[src/hw/rtl/tld_pkg.sv]
// Types and constants of the terminal line discipline.
// No dependencies; used by every module of the block.
package tld_pkg;

    localparam logic [7:0] CH_BACKSPACE = 8'h08;
    localparam logic [7:0] CH_NEWLINE   = 8'h0A;

    localparam logic [2:0] OUT_STORED  = 3'd0;
    localparam logic [2:0] OUT_ERASED  = 3'd1;
    localparam logic [2:0] OUT_BLOCKED = 3'd2;
    localparam logic [2:0] OUT_INTR    = 3'd3;
    localparam logic [2:0] OUT_FULL    = 3'd4;
    localparam logic [2:0] OUT_READ    = 3'd5;
    localparam logic [2:0] OUT_EMPTY   = 3'd6;

    localparam logic OP_KEY  = 1'b0;
    localparam logic OP_READ = 1'b1;

    localparam logic [2:0] CFG_CANON = 3'd0;
    localparam logic [2:0] CFG_ECHO  = 3'd1;
    localparam logic [2:0] CFG_SIG   = 3'd2;
    localparam logic [2:0] CFG_INTR  = 3'd3;
    localparam logic [2:0] CFG_EOF   = 3'd4;
    localparam logic [2:0] CFG_ERASE = 3'd5;
    localparam logic [2:0] CFG_GROUP = 3'd6;

    typedef struct packed {
        logic       canon;
        logic       echo;
        logic       sig;
        logic [7:0] intr_char;
        logic [7:0] eof_char;
        logic [7:0] erase_char;
        logic       group;
    } t_cfg;

    localparam t_cfg CFG_RESET = '{
        canon: 1'b1, echo: 1'b1, sig: 1'b1,
        intr_char: 8'd3, eof_char: 8'd4, erase_char: 8'd8, group: 1'b0
    };

    typedef struct packed {
        logic [2:0] outcome;
        logic       irq;
        logic       echo_valid;
        logic [7:0] echo_char;
        logic       wake;
        logic [7:0] read_char;
        logic       line_end;
    } t_result;

    typedef struct packed {
        logic push;
        logic erase;
        logic pop;
    } t_upd;

endpackage

[src/hw/rtl/tld_decide.sv]
// Byte evaluation unit: checks one key byte against the control characters and
// buffer status, or serves a read, returning result fields and buffer update.
// Depends on tld_pkg.
module tld_decide (
    input  logic              i_op,
    input  logic [7:0]        i_byte,
    input  logic [7:0]        i_peek,
    input  logic              i_empty,
    input  logic              i_full,
    input  tld_pkg::t_cfg     i_cfg,
    output tld_pkg::t_result  o_res,
    output tld_pkg::t_upd     o_upd
);

    always_comb begin
        o_res = '0;
        o_upd = '0;
        if (i_op == tld_pkg::OP_READ) begin
            if (i_empty) begin
                o_res.outcome = tld_pkg::OUT_EMPTY;
            end else begin
                o_res.outcome   = tld_pkg::OUT_READ;
                o_res.read_char = i_peek;
                o_res.line_end  = i_cfg.canon &&
                                  (i_peek == tld_pkg::CH_NEWLINE || i_peek == i_cfg.eof_char);
                o_upd.pop       = 1'b1;
            end
        end else if (i_cfg.sig && i_byte == i_cfg.intr_char) begin
            o_res.outcome = tld_pkg::OUT_INTR;
            o_res.irq     = i_cfg.group;
        end else if (i_cfg.canon && i_byte == i_cfg.erase_char && !i_empty) begin
            if (i_peek != tld_pkg::CH_NEWLINE) begin
                o_res.outcome    = tld_pkg::OUT_ERASED;
                o_res.echo_valid = i_cfg.echo;
                o_res.echo_char  = i_cfg.echo ? tld_pkg::CH_BACKSPACE : 8'h00;
                o_upd.erase      = 1'b1;
            end else begin
                o_res.outcome = tld_pkg::OUT_BLOCKED;
            end
        end else if (i_full) begin
            o_res.outcome = tld_pkg::OUT_FULL;
        end else begin
            o_res.outcome    = tld_pkg::OUT_STORED;
            o_res.echo_valid = i_cfg.echo;
            o_res.echo_char  = i_cfg.echo ? i_byte : 8'h00;
            o_res.wake       = !i_cfg.canon || i_byte == tld_pkg::CH_NEWLINE;
            o_upd.push       = 1'b1;
        end
    end

endmodule

[src/hw/rtl/terminal_line_discipline.sv]
// Terminal line discipline: per byte, the FETCH state reads the line store
// and the EXEC state evaluates and writes back; EXEC holds while the output
// is stalled. A key item makes one FETCH/EXEC pass per nonzero byte, a read
// item one pass; the result is registered after the store read in FETCH.
// Synchronous active-low reset restores state, config, pointers, fill count
// and out valid; empties the buffer; store stays undefined, no clearing pass.
module terminal_line_discipline #(
    parameter int BUFFER_DEPTH = 256
) (
    input  logic        i_clk,
    input  logic        i_rst_n,
    input  logic        i_in_valid,
    output logic        o_in_stall,
    input  logic        i_opcode,
    input  logic [15:0] i_key_code,
    input  logic        i_cfg_valid,
    output logic        o_cfg_ready,
    input  logic [2:0]  i_cfg_index,
    input  logic [7:0]  i_cfg_data,
    output logic        o_out_valid,
    input  logic        i_out_stall,
    output logic [2:0]  o_outcome,
    output logic        o_interrupt_request,
    output logic        o_echo_valid,
    output logic [7:0]  o_echo_char,
    output logic        o_wake_readers,
    output logic [7:0]  o_read_char,
    output logic        o_line_end,
    output logic        o_last
);

    localparam int PW = $clog2(BUFFER_DEPTH);
    localparam int CW = $clog2(BUFFER_DEPTH + 1);
    localparam logic [PW-1:0] PTR_MAX = PW'(BUFFER_DEPTH - 1);
    localparam logic [CW-1:0] CNT_FULL = CW'(BUFFER_DEPTH);

    localparam logic [1:0] S_IDLE  = 2'd0;
    localparam logic [1:0] S_FETCH = 2'd1;
    localparam logic [1:0] S_EXEC  = 2'd2;

    logic [7:0] r_mem [BUFFER_DEPTH];

    logic [1:0]       r_state, n_state;
    tld_pkg::t_cfg    r_cfg;
    logic [PW-1:0]    r_rp, r_wp;
    logic [CW-1:0]    r_fill;
    logic             r_op, n_op;
    logic [7:0]       r_cur, n_cur;
    logic [7:0]       r_pend, n_pend;
    logic [7:0]       r_rdata;
    logic             r_out_valid;
    tld_pkg::t_result r_out;
    logic             r_out_last;

    logic [PW-1:0]    wp_prev, rd_addr;
    logic             fire;
    tld_pkg::t_result res;
    tld_pkg::t_upd    upd;

    assign o_in_stall  = (r_state != S_IDLE);
    assign o_cfg_ready = 1'b1;

    assign wp_prev = (r_wp == '0) ? PTR_MAX : r_wp - PW'(1);
    assign rd_addr = (r_op == tld_pkg::OP_READ) ? r_rp : wp_prev;
    assign fire    = (r_state == S_EXEC) && (!r_out_valid || !i_out_stall);

    tld_decide u_decide (
        .i_op    (r_op),
        .i_byte  (r_cur),
        .i_peek  (r_rdata),
        .i_empty (r_fill == '0),
        .i_full  (r_fill == CNT_FULL),
        .i_cfg   (r_cfg),
        .o_res   (res),
        .o_upd   (upd)
    );

    always_comb begin
        n_state = r_state;
        n_op    = r_op;
        n_cur   = r_cur;
        n_pend  = r_pend;
        case (r_state)
            S_IDLE: begin
                if (i_in_valid) begin
                    n_op = i_opcode;
                    if (i_opcode == tld_pkg::OP_READ) begin
                        n_pend  = 8'h00;
                        n_state = S_FETCH;
                    end else if (i_key_code[15:8] != 8'h00) begin
                        n_cur   = i_key_code[15:8];
                        n_pend  = i_key_code[7:0];
                        n_state = S_FETCH;
                    end else if (i_key_code[7:0] != 8'h00) begin
                        n_cur   = i_key_code[7:0];
                        n_pend  = 8'h00;
                        n_state = S_FETCH;
                    end
                end
            end
            S_FETCH: n_state = S_EXEC;
            S_EXEC: begin
                if (fire) begin
                    if (r_pend != 8'h00) begin
                        n_cur   = r_pend;
                        n_pend  = 8'h00;
                        n_state = S_FETCH;
                    end else begin
                        n_state = S_IDLE;
                    end
                end
            end
            default: n_state = S_IDLE;
        endcase
    end

    always_ff @(posedge i_clk) begin
        if (r_state == S_FETCH) begin
            r_rdata <= r_mem[rd_addr];
        end
    end

    always_ff @(posedge i_clk) begin
        if (fire && upd.push) begin
            r_mem[r_wp] <= r_cur;
        end
    end

    always_ff @(posedge i_clk) begin
        r_op   <= n_op;
        r_cur  <= n_cur;
        r_pend <= n_pend;
        if (fire) begin
            r_out      <= res;
            r_out_last <= (r_op == tld_pkg::OP_READ) || (r_pend == 8'h00);
        end
    end

    always_ff @(posedge i_clk) begin
        if (!i_rst_n) begin
            r_state     <= S_IDLE;
            r_cfg       <= tld_pkg::CFG_RESET;
            r_rp        <= '0;
            r_wp        <= '0;
            r_fill      <= '0;
            r_out_valid <= 1'b0;
        end else begin
            r_state <= n_state;
            if (fire) begin
                r_out_valid <= 1'b1;
            end else if (!i_out_stall) begin
                r_out_valid <= 1'b0;
            end
            if (fire && upd.push) begin
                r_wp   <= (r_wp == PTR_MAX) ? '0 : r_wp + PW'(1);
                r_fill <= r_fill + CW'(1);
            end
            if (fire && upd.erase) begin
                r_wp   <= wp_prev;
                r_fill <= r_fill - CW'(1);
            end
            if (fire && upd.pop) begin
                r_rp   <= (r_rp == PTR_MAX) ? '0 : r_rp + PW'(1);
                r_fill <= r_fill - CW'(1);
            end
            if (i_cfg_valid) begin
                case (i_cfg_index)
                    tld_pkg::CFG_CANON: r_cfg.canon      <= i_cfg_data[0];
                    tld_pkg::CFG_ECHO:  r_cfg.echo       <= i_cfg_data[0];
                    tld_pkg::CFG_SIG:   r_cfg.sig        <= i_cfg_data[0];
                    tld_pkg::CFG_INTR:  r_cfg.intr_char  <= i_cfg_data;
                    tld_pkg::CFG_EOF:   r_cfg.eof_char   <= i_cfg_data;
                    tld_pkg::CFG_ERASE: r_cfg.erase_char <= i_cfg_data;
                    tld_pkg::CFG_GROUP: r_cfg.group      <= i_cfg_data[0];
                    default: ;
                endcase
            end
        end
    end

    assign o_out_valid         = r_out_valid;
    assign o_outcome           = r_out.outcome;
    assign o_interrupt_request = r_out.irq;
    assign o_echo_valid        = r_out.echo_valid;
    assign o_echo_char         = r_out.echo_char;
    assign o_wake_readers      = r_out.wake;
    assign o_read_char         = r_out.read_char;
    assign o_line_end          = r_out.line_end;
    assign o_last              = r_out_last;

endmodule

[config.mk]
export PLATFORM = sky130hd
export DESIGN_NAME = terminal_line_discipline
export DESIGN_NICKNAME = d
export VERILOG_FILES = /design/src/hw/rtl/tld_pkg.sv /design/src/hw/rtl/tld_decide.sv /design/src/hw/rtl/terminal_line_discipline.sv
export SDC_FILE = /design/constraint.sdc
export NUM_CORES = 2
export LEC_CHECK = 0
export ABC_AREA = 0
export BUFFER_PORTS_ARGS = -buffer_cell sky130_fd_sc_hd__buf_2
export CORE_AREA = 10 10 425 427
export CTS_CLUSTER_SIZE = 12
export DETAILED_ROUTE_END_ITERATION = 10
export DIE_AREA = 0 0 435 437
export PLACE_DENSITY = 0.66
export SLEW_MARGIN = 20
export SYNTH_ARGS = -nofsm -noshare
export SYNTH_HDL_FRONTEND = slang
export SYNTH_SLANG_ARGS = --single-unit
[constraint.sdc]
create_clock -name i_clk -period 7.7 [get_ports i_clk]
set_input_delay 0.77 -clock i_clk [delete_from_list [all_inputs] [get_ports i_clk]]
set_output_delay 0.77 -clock i_clk [all_outputs]
set_load 0.02 [all_outputs]
==> results_dict.tcl <==
set metrics [dict create \
    min_from "i_cfg_data[4]" \
    initial_core_util 0.499 \
    ant_nets 0 \
    antenna_found_initial 3 \
    hp-class "primary input to register" \
    vias 47956 \
    setup_viol 0 \
    fin_crit_ps 5510 \
    hpwl_um 128000 \
    max-cap-violations 0 \
    ys_types 83 \
    cts_sinks 2153 \
    numCtsBuffers 210 \
    grt.met1_usage 0.315 \
    fp.coreArea_sq_mm 0.171 \
    port_buffers 58 \
    use_met3 0.0473 \
    outcome "complete, no violations" \
    clk_pin_slew_worst_paths_ps 60 \
    slew_headroom 0.187 \
    cp_cell_sequence "inv_1 > ha_1 > nor4b_4 > a211oi_4 > buf_4 > buf_4 > mux4_2 > nand2_1 > a21oi_1 > nor4b_1 > o22ai_1 > o311a_1" \
    fp-row-count 152 \
    grt_max_degree 184 \
    synth_edf_count 2097 \
    setup.worst_path.class "register to register" \
    postCtsSetupBuffers 0 \
    cp.required_ps 8300 \
    yosys_warnings 0 \
    die_area_sq_mm 0.190 \
    syn_inst 5295 \
    tightest_slew_ps 1220 \
    clock_latency_ps 880 \
    firstDrtPassIters 6 \
    synth_fp_nets 5337 \
    drt_iter0_drc 6278 \
    wirelength_um 221000 \
    ys.flop_type "edfxtp_1" \
    met2_usage 0.355 \
    fin_ws_ps 2190 \
    cpMostUsedCell "buf_4" \
    reg2reg_depth 12 \
    htree_levels 4 \
    gr-total-overflow 0 \
    die_x_um 435 \
    r2r_start "r_wp[0]" \
    hold_ws_ps 205 \
    dieHeight_um 437 \
    drc 0 \
    hold_viol 0 \
    clk_path_buf_depth 3 \
    utilization 0.551 \
    vias_per_cell 6.18 \
    slew_viol_final 0 \
    grt_pass1_vias 46814 \
    min_period_over_period 0.715 \
    track_usage 0.228 \
    tns_ps 0 \
    vdd_drop_max_uv 238 \
    critPathBufInv 3 \
    crit_path_max_incr_delay_ps 890 \
    max_freq_mhz 182 \
    seq_area_frac_synth 0.750 \
    leakage_nw 30.0 \
    grt-busiest-layer "met2" \
    powerDensity_mw_per_mm2 255 \
    start_kind "register" \
    avgSynthCellArea_sq_um 16.1 \
    critical_path.slowest_cell "a211oi_4" \
    pin_count 60 \
    cp_max_fo 49 \
    cts_hold_buf 0 \
    worst_ep_arrival_time_ps 6110 \
    r2r_slack_ps 2190 \
    power.total_mw 24.1 \
    synthesis.area_sq_mm 0.0855 \
    cts-root-buf "clkbuf_16" \
    min_to "r_cfg[13]" \
    rsz0062_at_grt "false" \
    grt_pass1_wl_um 323000 \
    whs_path_depth 3 \
    dp_slack_ps 2290 \
    cp-end-kind "register" \
    wl_per_cell_um 28.5 \
    gp_congestion 0.856 \
    cp_top_family "buffers and inverters" \
    drive_above_1_share 0.140 \
    fin_worst_skew_ps 53.2 \
    fin_nets 5360 \
    cts_tree "yes" \
    syn_to_final_growth_pct 10.4 \
    cts_resized 0 \
    ys_seq_elements 2153 \
    rr_endpoint "r_rdata[5]" \
    synthArstFlopShare 0 \
]
synth_stat cells (4+ instances only):
cell / count / area share
a2111oi_0: 7 / 0.00072
a211o_1: 6 / 0.00061
a211oi_1: 24 / 0.0021
a21oi_1: 94 / 0.0055
a221oi_1: 4 / 0.00041
a22oi_1: 102 / 0.0090
a311oi_1: 89 / 0.0091
a31o_2: 18 / 0.0018
a31oi_1: 14 / 0.0010
a32o_1: 7 / 0.00082
a32oi_1: 15 / 0.0015
and2_1: 16 / 0.0012
and3_1: 83 / 0.0061
buf_1: 28 / 0.0012
buf_2: 93 / 0.0054
buf_4: 20 / 0.0018
buf_6: 8 / 0.0011
clkbuf_1: 188 / 0.0083
dfxtp_1: 56 / 0.013
edfxtp_1: 2097 / 0.74
ha_1: 9 / 0.0013
inv_1: 22 / 0.00097
mux2i_1: 62 / 0.0073
mux4_2: 308 / 0.081
nand2_1: 927 / 0.041
nand2b_1: 8 / 0.00059
nand3_1: 412 / 0.024
nand4_1: 16 / 0.0012
nor2_1: 312 / 0.014
nor2b_1: 9 / 0.00066
nor3_1: 19 / 0.0011
nor3b_1: 6 / 0.00053
nor4_1: 17 / 0.0012
nor4b_1: 6 / 0.00061
o21a_1: 4 / 0.00035
o21ai_0: 36 / 0.0021
o21ai_1: 6 / 0.00035
o22ai_1: 26 / 0.0019
o311a_1: 6 / 0.00070
o31ai_1: 12 / 0.0011
or3_1: 5 / 0.00037
or4_1: 5 / 0.00044
xnor2_1: 35 / 0.0036
xor2_1: 6 / 0.00061
layer usage:
layer	wire (um)	part of all wire
met5	13	0.000059
met4	8990	0.041
met3	20300	0.092
met2	104000	0.47
met1	87700	0.40
cell families (layout without fill, tap and decap cells):
family | count (synthesis) | in the layout | share of synthesized area
buf+inv | 361 | 508 | 0.0188
flops | 2153 | 2153 | 0.750
mux | 373 | 373 | 0.0888
other cells | 1 | 6 | 0.0000439
simple gates | 1858 | 1858 | 0.0945
fa+ha+maj | 9 | 9 | 0.00132
xor+xnor | 41 | 41 | 0.00420
compound gates | 499 | 499 | 0.0424
layout by cell type, fill, tap and decap left out, types with 72 or more instances in the layout:
cell type,n
nor2_1,310
nand3_1,407
edfxtp_1,2097
buf_4,72
a21oi_1,94
clkbuf_16,212
nand2_1,918
mux4_2,308
a311oi_1,89
and3_1,83
a22oi_1,102
power breakdown:
group / leakage (nW) / internal (mW) / switching (mW) / total, mW
combinational: 7.73 / 0.549 / 1.19 / 1.74
clock: 2.93 / 5.08 / 4.26 / 9.34
sequential: 19.3 / 13.0 / 0.0379 / 13.0
state kept, by name (all words and copies together), names as in the netlist, 8 cells and up:
name	flops
o_echo_char	8
o_read_char	8
r_cfg	28
r_cur	8
r_fill	9
r_mem	2048
r_pend	8
r_rdata	8
r_rp	8
r_wp	8
worst max path at each step:
stage,from,end,slack [ps],depth (start not counted)
final,r_wp[0],r_rdata[5],2190,12
after global routing,r_wp[0],r_rdata[5],1890,12
after CTS,r_wp[0],r_rdata[4],2240,12
after detailed placement,r_wp[0],r_rdata[4],2290,12
after global placement,r_wp[0],r_rdata[0],2080,11
after floorplan,r_cur[0],r_mem[111][0],1710,8
per-stage QoR:
stage	area (sq um)	cells
after global routing	94400	7752
after global placement	88200	7416
after CTS	94300	7752
final	94400	7757
after floorplan	85500	5295
after detailed placement	88200	7416
cell type report:
cell class / count / area [sq um]
fill: 13249 / 77000
tap: 2310 / 2890
clock buffer: 287 / 5630
antenna: 5 / 12.5
timing repair buffer: 148 / 1190
multi-input combinational: 2781 / 20000
inverter: 24 / 90.1
clock inverter: 49 / 472
sequential: 2153 / 64100
tightest hold or removal path: cells and delay by family:
kind,cells,cell delay (ps)
buffers and inverters,1,120
AND/OR/NAND/NOR,1,60
AO/OA/AOI/OAI,1,50
No activity file was read; power rests on OpenSTA's default activity.
